==> config.mk <==
export PLATFORM = sky130hd
export DESIGN_NAME = mash_clock_divider_setup
export DESIGN_NICKNAME = d
export VERILOG_FILES = /design/src/sv/mcd_pkg.sv /design/src/sv/mcd_div.sv /design/src/sv/mash_clock_divider_setup.sv
export VERILOG_INCLUDE_DIRS = /design/src /design/src/sv
export SDC_FILE = /design/constraint.sdc
export NUM_CORES = 1
export LEC_CHECK = 0
export ABC_CLOCK_PERIOD_IN_PS = 8290
export BUFFER_PORTS_ARGS = -buffer_cell sky130_fd_sc_hd__buf_4
export CAP_MARGIN = 20
export CORE_ASPECT_RATIO = 0.9
export CORE_MARGIN = 4
export CORE_UTILIZATION = 60
export DETAILED_ROUTE_END_ITERATION = 10
export MAX_ROUTING_LAYER = met4
export PLACE_DENSITY = 0.78
export REMOVE_ABC_BUFFERS = 1
export SETUP_SLACK_MARGIN = 0.1
export SYNTH_ARGS = -nofsm -noshare
export SYNTH_HDL_FRONTEND = slang
export SYNTH_HIERARCHICAL = 1
export SYNTH_SLANG_ARGS = --single-unit
==> constraint.sdc <==
create_clock -name clk -period 8.29 [get_ports clk]
set_input_delay 1.658 -clock clk [delete_from_list [all_inputs] [get_ports clk]]
set_output_delay 1.658 -clock clk [all_outputs]
set_load 0.01 [all_outputs]
==> src/sv/mash_clock_divider_setup_defines.svh <==
// Assertion helpers for the divider set-up block
`ifndef MASH_CLOCK_DIVIDER_SETUP_DEFINES_SVH
`define MASH_CLOCK_DIVIDER_SETUP_DEFINES_SVH

`define MCD_ASSERT(lbl, prop, msg) \
  lbl: assert property (@(posedge clk) disable iff (rst) prop) else $error(msg);

`define MCD_ASSERT_ALWAYS(lbl, prop, msg) \
  lbl: assert property (@(posedge clk) prop) else $error(msg);

`endif

==> src/sv/mcd_pkg.sv <==
package mcd_pkg;

  localparam int DIV_BITS = 12;
  localparam int DW = 42;
  localparam int BW = 32;
  localparam logic [DIV_BITS-1:0] DIV_MAX = {DIV_BITS{1'b1}};
  localparam logic [31:0] FILT_MAX_HZ = 32'd25000000;
  localparam logic [31:0] OUT_MAX_HZ = 32'd125000000;

  typedef enum logic [2:0] {
    ERR_OK       = 3'd0,
    ERR_ZERO     = 3'd1,
    ERR_HIGH     = 3'd2,
    ERR_SRC_LOW  = 3'd3,
    ERR_SRC_HIGH = 3'd4,
    ERR_OVER     = 3'd5,
    ERR_DIV_LOW  = 3'd6
  } err_t;

  typedef enum logic [3:0] {
    S_IDLE, S_DIVI, S_DIVF, S_DISP, S_AVG, S_MAX, S_MIN, S_INT, S_CHK
  } state_t;

  typedef struct packed {
    logic          go;
    logic [DW-1:0] dividend;
    logic [BW-1:0] divisor;
  } div_req_t;

  typedef struct packed {
    logic          done;
    logic [DW-1:0] quot;
    logic [BW-1:0] rem;
  } div_rsp_t;

  function automatic logic [2:0] src_map(input logic [2:0] kind);
    logic [2:0] r;
    unique case (kind)
      3'd0: r = 3'd1;
      3'd1: r = 3'd4;
      3'd2: r = 3'd5;
      3'd3: r = 3'd6;
      3'd4: r = 3'd7;
      3'd5: r = 3'd2;
      3'd6: r = 3'd3;
      default: r = 3'd0;
    endcase
    return r;
  endfunction

  // divider offsets for the fastest and slowest instantaneous edge
  function automatic logic [1:0] off_hi(input logic [1:0] lvl);
    logic [1:0] r;
    unique case (lvl)
      2'd2: r = 2'd1;
      2'd3: r = 2'd3;
      default: r = 2'd0;
    endcase
    return r;
  endfunction

  function automatic logic [2:0] off_lo(input logic [1:0] lvl);
    logic [2:0] r;
    unique case (lvl)
      2'd2: r = 3'd2;
      2'd3: r = 3'd4;
      default: r = 3'd1;
    endcase
    return r;
  endfunction

endpackage

==> src/sv/mcd_div.sv <==
module mcd_div (
  input  logic              clk,
  input  logic              rst,
  input  mcd_pkg::div_req_t req,
  output mcd_pkg::div_rsp_t rsp
);
  import mcd_pkg::*;

  localparam int CW = $clog2(DW);

  logic          busy;
  logic          done;
  logic [CW-1:0] cnt;
  logic [DW-1:0] a;
  logic [DW-1:0] q;
  logic [BW-1:0] b;
  logic [BW-1:0] r;
  logic [BW:0]   r_sh;
  logic          ge;
  logic [BW:0]   r_sub;

  assign r_sh  = {r, a[DW-1]};
  assign ge    = r_sh >= {1'b0, b};
  assign r_sub = r_sh - {1'b0, b};

  always_ff @(posedge clk) begin
    if (rst) begin
      busy <= 1'b0;
      done <= 1'b0;
      cnt  <= '0;
    end else begin
      done <= 1'b0;
      if (req.go && !busy) begin
        busy <= 1'b1;
        cnt  <= '0;
      end else if (busy) begin
        cnt <= cnt + 1'b1;
        if (cnt == CW'(DW - 1)) begin
          busy <= 1'b0;
          done <= 1'b1;
        end
      end
    end
  end

  always_ff @(posedge clk) begin
    if (req.go && !busy) begin
      a <= req.dividend;
      b <= req.divisor;
      r <= '0;
      q <= '0;
    end else if (busy) begin
      a <= {a[DW-2:0], 1'b0};
      r <= ge ? r_sub[BW-1:0] : r_sh[BW-1:0];
      q <= {q[DW-2:0], ge};
    end
  end

  assign rsp.done = done;
  assign rsp.quot = q;
  assign rsp.rem  = r;

endmodule

==> src/sv/mash_clock_divider_setup.sv <==
// channel  | handshake     | words
// ---------+---------------+------------------------------------------------
// request  | start / busy  | source_hz target_hz filter_level source_kind
// result   | valid strobe  | error_code int_divider frac_divider mash_mode
//          |               | avg_out_hz min_out_hz max_out_hz source_code
// One 42-step restoring divider serves every quotient.
// An item needs 2 divisions, 3 per filter level tried and 1 in integer mode:
// up to 12 divisions in all; target errors report without a division.
// busy is high from acceptance to the result strobe, not for target errors; reset idles.
// The result shows for one cycle under valid and cannot be stalled.
`include "mash_clock_divider_setup_defines.svh"

module mash_clock_divider_setup (
  input  logic                        clk,
  input  logic                        rst,
  input  logic                        start,
  output logic                        busy,
  input  logic [31:0]                 source_hz,
  input  logic [31:0]                 target_hz,
  input  logic [1:0]                  filter_level,
  input  logic [2:0]                  source_kind,
  output logic                        valid,
  output logic [2:0]                  error_code,
  output logic [mcd_pkg::DIV_BITS-1:0] int_divider,
  output logic [10:0]                 frac_divider,
  output logic [1:0]                  mash_mode,
  output logic [31:0]                 avg_out_hz,
  output logic [31:0]                 min_out_hz,
  output logic [31:0]                 max_out_hz,
  output logic [2:0]                  source_code
);
  import mcd_pkg::*;

  state_t state, state_next;
  div_req_t req;
  div_rsp_t rsp;

  logic [31:0]         src;
  logic [31:0]         avg;
  logic [1:0]          filt;
  logic [1:0]          lvl;
  logic [2:0]          scode;
  logic [DIV_BITS-1:0] divi;
  logic [10:0]         divf;
  logic [1:0]          mash;
  logic [31:0]         favg, fmin, fmax;
  logic [DIV_BITS-1:0] divi_inc;
  logic [31:0]         divi_w;
  logic [31:0]         frac_w;
  logic                emit;
  err_t                emit_err;

  mcd_div u_div (.clk(clk), .rst(rst), .req(req), .rsp(rsp));

  assign divi_w   = {{(32-DIV_BITS){1'b0}}, divi};
  assign frac_w   = {{(22-DIV_BITS){1'b0}}, divi, 10'b0} + {21'b0, divf};
  assign divi_inc = (divf > 11'd511 && divi != DIV_MAX) ? divi + 1'b1 : divi;
  assign busy     = state != S_IDLE;

  always_ff @(posedge clk) begin
    if (rst) state <= S_IDLE;
    else state <= state_next;
  end

  always_comb begin
    state_next   = state;
    req.go       = 1'b0;
    req.dividend = {10'b0, src};
    req.divisor  = avg;
    emit         = 1'b0;
    emit_err     = ERR_OK;
    unique case (state)
      S_IDLE: begin
        if (start) begin
          if (target_hz == 32'd0) begin
            emit = 1'b1;
            emit_err = ERR_ZERO;
          end else if (target_hz > OUT_MAX_HZ ||
                       (filter_level != 2'd0 && target_hz > FILT_MAX_HZ)) begin
            emit = 1'b1;
            emit_err = ERR_HIGH;
          end else begin
            req.go       = 1'b1;
            req.dividend = {10'b0, source_hz};
            req.divisor  = target_hz;
            state_next   = S_DIVI;
          end
        end
      end
      S_DIVI: begin
        if (rsp.done) begin
          if (rsp.quot == '0) begin
            emit = 1'b1;
            emit_err = ERR_SRC_LOW;
            state_next = S_IDLE;
          end else if (rsp.quot[DW-1:DIV_BITS] != '0) begin
            emit = 1'b1;
            emit_err = ERR_SRC_HIGH;
            state_next = S_IDLE;
          end else begin
            req.go       = 1'b1;
            req.dividend = {rsp.rem, 10'b0} + {11'b0, avg[31:1]};
            state_next   = S_DIVF;
          end
        end
      end
      S_DIVF: if (rsp.done) state_next = S_DISP;
      S_DISP: begin
        unique case (filt)
          2'd0: begin
            req.go      = 1'b1;
            req.divisor = {{(32-DIV_BITS){1'b0}}, divi_inc};
            state_next  = S_INT;
          end
          2'd1: begin
            req.go = 1'b1;
            req.dividend = {src, 10'b0};
            req.divisor = frac_w;
            state_next = S_AVG;
          end
          2'd2: begin
            if (divi > DIV_BITS'(1)) begin
              req.go = 1'b1;
              req.dividend = {src, 10'b0};
              req.divisor = frac_w;
              state_next = S_AVG;
            end
          end
          default: begin
            if (divi > DIV_BITS'(3)) begin
              req.go = 1'b1;
              req.dividend = {src, 10'b0};
              req.divisor = frac_w;
              state_next = S_AVG;
            end
          end
        endcase
      end
      S_AVG: begin
        if (rsp.done) begin
          req.go      = 1'b1;
          req.divisor = divi_w - {30'b0, off_hi(lvl)};
          state_next  = S_MAX;
        end
      end
      S_MAX: begin
        if (rsp.done) begin
          req.go      = 1'b1;
          req.divisor = divi_w + {29'b0, off_lo(lvl)};
          state_next  = S_MIN;
        end
      end
      S_MIN: begin
        if (rsp.done) state_next = (fmax > FILT_MAX_HZ) ? S_DISP : S_CHK;
      end
      S_INT: begin
        if (rsp.done) begin
          if (rsp.quot > {10'b0, OUT_MAX_HZ}) begin
            emit = 1'b1;
            emit_err = ERR_OVER;
            state_next = S_IDLE;
          end else begin
            state_next = S_CHK;
          end
        end
      end
      S_CHK: begin
        emit = 1'b1;
        state_next = S_IDLE;
        if ((mash == 2'd1 && divi < DIV_BITS'(2)) ||
            (mash == 2'd2 && divi < DIV_BITS'(3)) ||
            (mash == 2'd3 && divi < DIV_BITS'(5)))
          emit_err = ERR_DIV_LOW;
      end
      default: state_next = S_IDLE;
    endcase
  end

  always_ff @(posedge clk) begin
    unique case (state)
      S_IDLE: begin
        src   <= source_hz;
        avg   <= target_hz;
        filt  <= filter_level;
        scode <= src_map(source_kind);
      end
      S_DIVI: if (rsp.done) divi <= rsp.quot[DIV_BITS-1:0];
      S_DIVF: if (rsp.done) divf <= rsp.quot[10:0];
      S_DISP: begin
        unique case (filt)
          2'd0: begin
            divi <= divi_inc;
            divf <= '0;
            mash <= 2'd0;
          end
          2'd1: begin
            lvl  <= 2'd1;
            mash <= 2'd1;
            filt <= 2'd0;
          end
          2'd2: begin
            if (divi > DIV_BITS'(1)) begin
              lvl  <= 2'd2;
              mash <= 2'd2;
            end
            filt <= 2'd1;
          end
          default: begin
            if (divi > DIV_BITS'(3)) begin
              lvl  <= 2'd3;
              mash <= 2'd3;
            end
            filt <= 2'd2;
          end
        endcase
      end
      S_AVG: if (rsp.done) favg <= rsp.quot[31:0];
      S_MAX: if (rsp.done) fmax <= rsp.quot[31:0];
      S_MIN: if (rsp.done) fmin <= rsp.quot[31:0];
      S_INT: begin
        if (rsp.done) begin
          favg <= rsp.quot[31:0];
          fmin <= rsp.quot[31:0];
          fmax <= rsp.quot[31:0];
        end
      end
      default: ;
    endcase
  end

  always_ff @(posedge clk) begin
    if (rst) valid <= 1'b0;
    else valid <= emit;
  end

  always_ff @(posedge clk) begin
    if (emit) begin
      error_code  <= emit_err;
      source_code <= (state == S_IDLE) ? src_map(source_kind) : scode;
      if (emit_err == ERR_OK) begin
        int_divider  <= divi;
        frac_divider <= divf;
        mash_mode    <= mash;
        avg_out_hz   <= favg;
        min_out_hz   <= fmin;
        max_out_hz   <= fmax;
      end else begin
        int_divider  <= '0;
        frac_divider <= '0;
        mash_mode    <= '0;
        avg_out_hz   <= '0;
        min_out_hz   <= '0;
        max_out_hz   <= '0;
      end
    end
  end

  `MCD_ASSERT(a_err_clears, valid && error_code != ERR_OK |-> int_divider == '0 &&
              mash_mode == 2'd0 && max_out_hz == 32'd0, "error word carries settings")
  `MCD_ASSERT(a_idle_at_result, valid |-> !busy, "result while still busy")
  `MCD_ASSERT(a_zero_target, start && !busy && target_hz == 32'd0 |=>
              valid && error_code == ERR_ZERO, "zero target not reported")
  `MCD_ASSERT_ALWAYS(a_reset_idle, rst |=> !busy && !valid, "not idle after reset")

endmodule

==> impl_metrics.tcl <==
set metrics [dict create \
    timing.fmax_ghz 0.174 \
    setup_viol 0 \
    drv_cap 0 \
    ys_warn_count 6 \
    synthDistinctLibCells 89 \
    place_congestion 0.980 \
    rsz0062_at_grt "false" \
    p_per_area_nw_per_um2 231 \
    worst_pin_slew_ns 1.16 \
    wl_per_cell_um 24.9 \
    p_int_w 0.00464 \
    min_from "scode[2]" \
    start_kind "input port" \
    dp_worst_setup_slack_ns 1.97 \
    critPathSlowestCell "buf_4" \
    ys_seq_area_share_pct 55.2 \
    dp_cells 2833 \
    cts_root_buf "clkbuf_16" \
    cts_setup_buffers 0 \
    fin_cells 2924 \
    status "finished clean" \
    ant_nets 0 \
    ys_dominant_reg_cell "edfxtp_1" \
    switching_share_pct 28.6 \
    vias 19100 \
    clk_pin_slew_worst_paths_ns 0.06 \
    worstReg2RegStart "divi[4]" \
    drt_iter0_drc 2742 \
    critPathMostFrequentCell "buf_4" \
    timing.final.crit_share_pct 69.2 \
    rrSetupSlack_ns 3.15 \
    p_leak_nw 10.7 \
    vdd_drop_max_mv 0.223 \
    ys_seq_elements 480 \
    core_um2 39900 \
    drt-total-wl_um 72900 \
    io_buffers 200 \
    numCtsBuffers 47 \
    drv_slew 0 \
    regToRegEndpoint "u_div/cnt[1]" \
    vias_per_cell 6.52 \
    finalSetupTns_ns 0 \
    rows 69 \
    drc 0 \
    cts_resized 0 \
    worst_slack_ns 2.55 \
    hold_viol 0 \
    grt_overflow 0 \
    max_stage_delay_ns 0.70 \
    fin_crit_ns 5.74 \
    clk_latency_ns 0.59 \
    critPathKind "in2reg" \
    start_util_pct 61.4 \
    grt_pass1_vias 17800 \
    netlist_area_um2 24500 \
    hp-class "reg2reg" \
    crit_required_ns 8.63 \
    hold_depth 2 \
    crit_path_end_kind "register" \
    dpl_cell_area_um2 26400 \
    htreeDepth 2 \
    final_nets 2497 \
    min_to "scode[2]" \
    p_sw_w 0.00186 \
    die-area_um2 44100 \
    avgSynthCellArea_um2 11.2 \
    grt_max_degree 122 \
    r2r_cells 13 \
    clock_sinks 480 \
    crit_fanout 59 \
    syn_to_final_growth_pct 14.5 \
    relSlewSlack_pct 21.4 \
    async_reset_ff_share_pct 0 \
    grt_pass1_wl_um 109000 \
    die_h_um 200 \
    tritoncts "built" \
    finClkSkew_ns 0.0230 \
    clock_power_share_pct 34.7 \
    synth_edf_count 390 \
    dp_hpwl_um 52600 \
    gr-usage-all-layers_pct 33.1 \
    antenna_found_initial 2 \
    fin_area_um2 28100 \
    cts_buffer_depth 3 \
    synth_cells 2189 \
    cp.arrival_ns 6.08 \
    seqPwrFrac_pct 47.2 \
    firstDrtPassIters 6 \
    die_w_um 221 \
    io_pins 201 \
    ctsHoldBuffers 0 \
    path_cells "buf_4 > or4_1 > nor3_1 > and3_1 > a221oi_2 > or3_1 > o2111ai_2 > buf_4 > inv_1 > nor2_4 > buf_4 > mux2_2" \
    drive_above_1_share_pct 16.7 \
    combPwrFrac_pct 18.0 \
]
power groups by stage:
stage	Sequential (W)	Clock, W	Combinational, W
2_1_floorplan	0.00299	0	0.000798
3_3_place_gp	0.00310	0	0.00110
3_5_place_dp	0.00310	0	0.00113
4_1_cts	0.00305	0.00228	0.00115
5_1_grt	0.00308	0.00239	0.00127
6_report	0.00307	0.00226	0.00117
worst max path at each step:
stage / startpoint / endpoint / slack, ns / cells past startpoint
after floorplan: target_hz[3] / u_div/cnt[1] / -0.54 / 10
after global placement: target_hz[28] / u_div/a[27] / 2.10 / 12
after detailed placement: target_hz[28] / u_div/a[17] / 1.97 / 12
after CTS: target_hz[28] / u_div/a[8] / 2.57 / 12
after global routing: target_hz[28] / u_div/a[37] / 2.31 / 12
final: target_hz[28] / u_div/a[16] / 2.55 / 12
state kept, by name, summed over array words and instances (netlist names), 3 cells and up:
register / cells
u_div/b: 32
src: 32
u_div/q: 42
state: 4
frac_divider: 11
favg: 32
source_code: 3
divi: 12
avg_out_hz: 32
u_div/r: 32
avg: 32
int_divider: 12
divf: 11
error_code: 3
u_div/a: 42
fmin: 32
u_div/cnt: 6
max_out_hz: 32
scode: 3
fmax: 32
min_out_hz: 32
per-stage QoR:
step	power, W	hold WS (ns)	utilization, %
after floorplan	0.00378	0.427	-
after global placement	0.00420	0.438	66.2
after detailed placement	0.00424	0.468	66.2
after CTS	0.00648	0.466	70.3
after global routing	0.00674	0.486	70.3
final	0.00650	0.464	70.4
placed cells by master (no fill, tap or decap), types with 51 or more instances in the layout:
cell,instances
a21o_1,51
a21oi_1,94
and2_1,141
buf_4,229
dfxtp_1,89
edfxtp_1,390
ha_1,71
inv_1,77
nand2_1,221
nand2b_1,57
nor2_1,96
o21ai_0,140
Yosys cell counts (28+ instances only):
cell / count / area (µm²)
ha_1: 71 / 888
nand2b_1: 57 / 357
xor2_1: 40 / 350
dfxtp_1: 90 / 1800
o21ai_0: 140 / 701
a21oi_1: 94 / 470
nand2_1: 221 / 830
a22o_1: 29 / 254
nor2_1: 98 / 368
and2_1: 141 / 882
xnor2_1: 44 / 385
a221oi_1: 28 / 245
a21o_1: 51 / 383
nand3_1: 37 / 185
inv_1: 78 / 293
mux2_2: 46 / 518
edfxtp_1: 390 / 11700
nor3_1: 34 / 170
clkbuf_1: 82 / 308
worst max-delay path: cells and delay by family:
kind	cells	cell delay [ns]
AOI/OAI and AO/OA	2	0.35
buffers and inverters	4	1.52
muxes	1	0.43
and+or+nand+nor	5	2.00
cell type report:
type / count / area [µm²]
tap: 532 / 666
fill: 2862 / 11800
antenna: 3 / 7.51
multi-input combinational: 1513 / 10200
inverter: 78 / 293
timing repair buffer: 230 / 1730
sequential: 480 / 13500
clock buffer: 65 / 1300
clock inverter: 23 / 329
routing by layer:
metal	GRT usage, %	part of all wire (%)	wire length [µm]
met1	48.6	43	31000
met2	48.0	44	31800
met3	6.13	11	8140
met4	8.67	2.6	1910
met5	-	0	0
cell families (layout without fill, tap and decap cells):
family | count (synthesis) | count (layout) | share of synthesized area [%]
AND/OR/NAND/NOR | 738 | 738 | 15.7
AO/OA/AOI/OAI | 543 | 543 | 15.5
flip-flops | 480 | 480 | 55.2
buffers and inverters | 196 | 396 | 3.30
XOR/XNOR | 84 | 84 | 3.00
adder cells (fa/ha/maj) | 75 | 75 | 3.95
multiplexers | 73 | 73 | 3.44
other | 0 | 3 | 0
No activity file was read; power rests on OpenSTA's default activity.
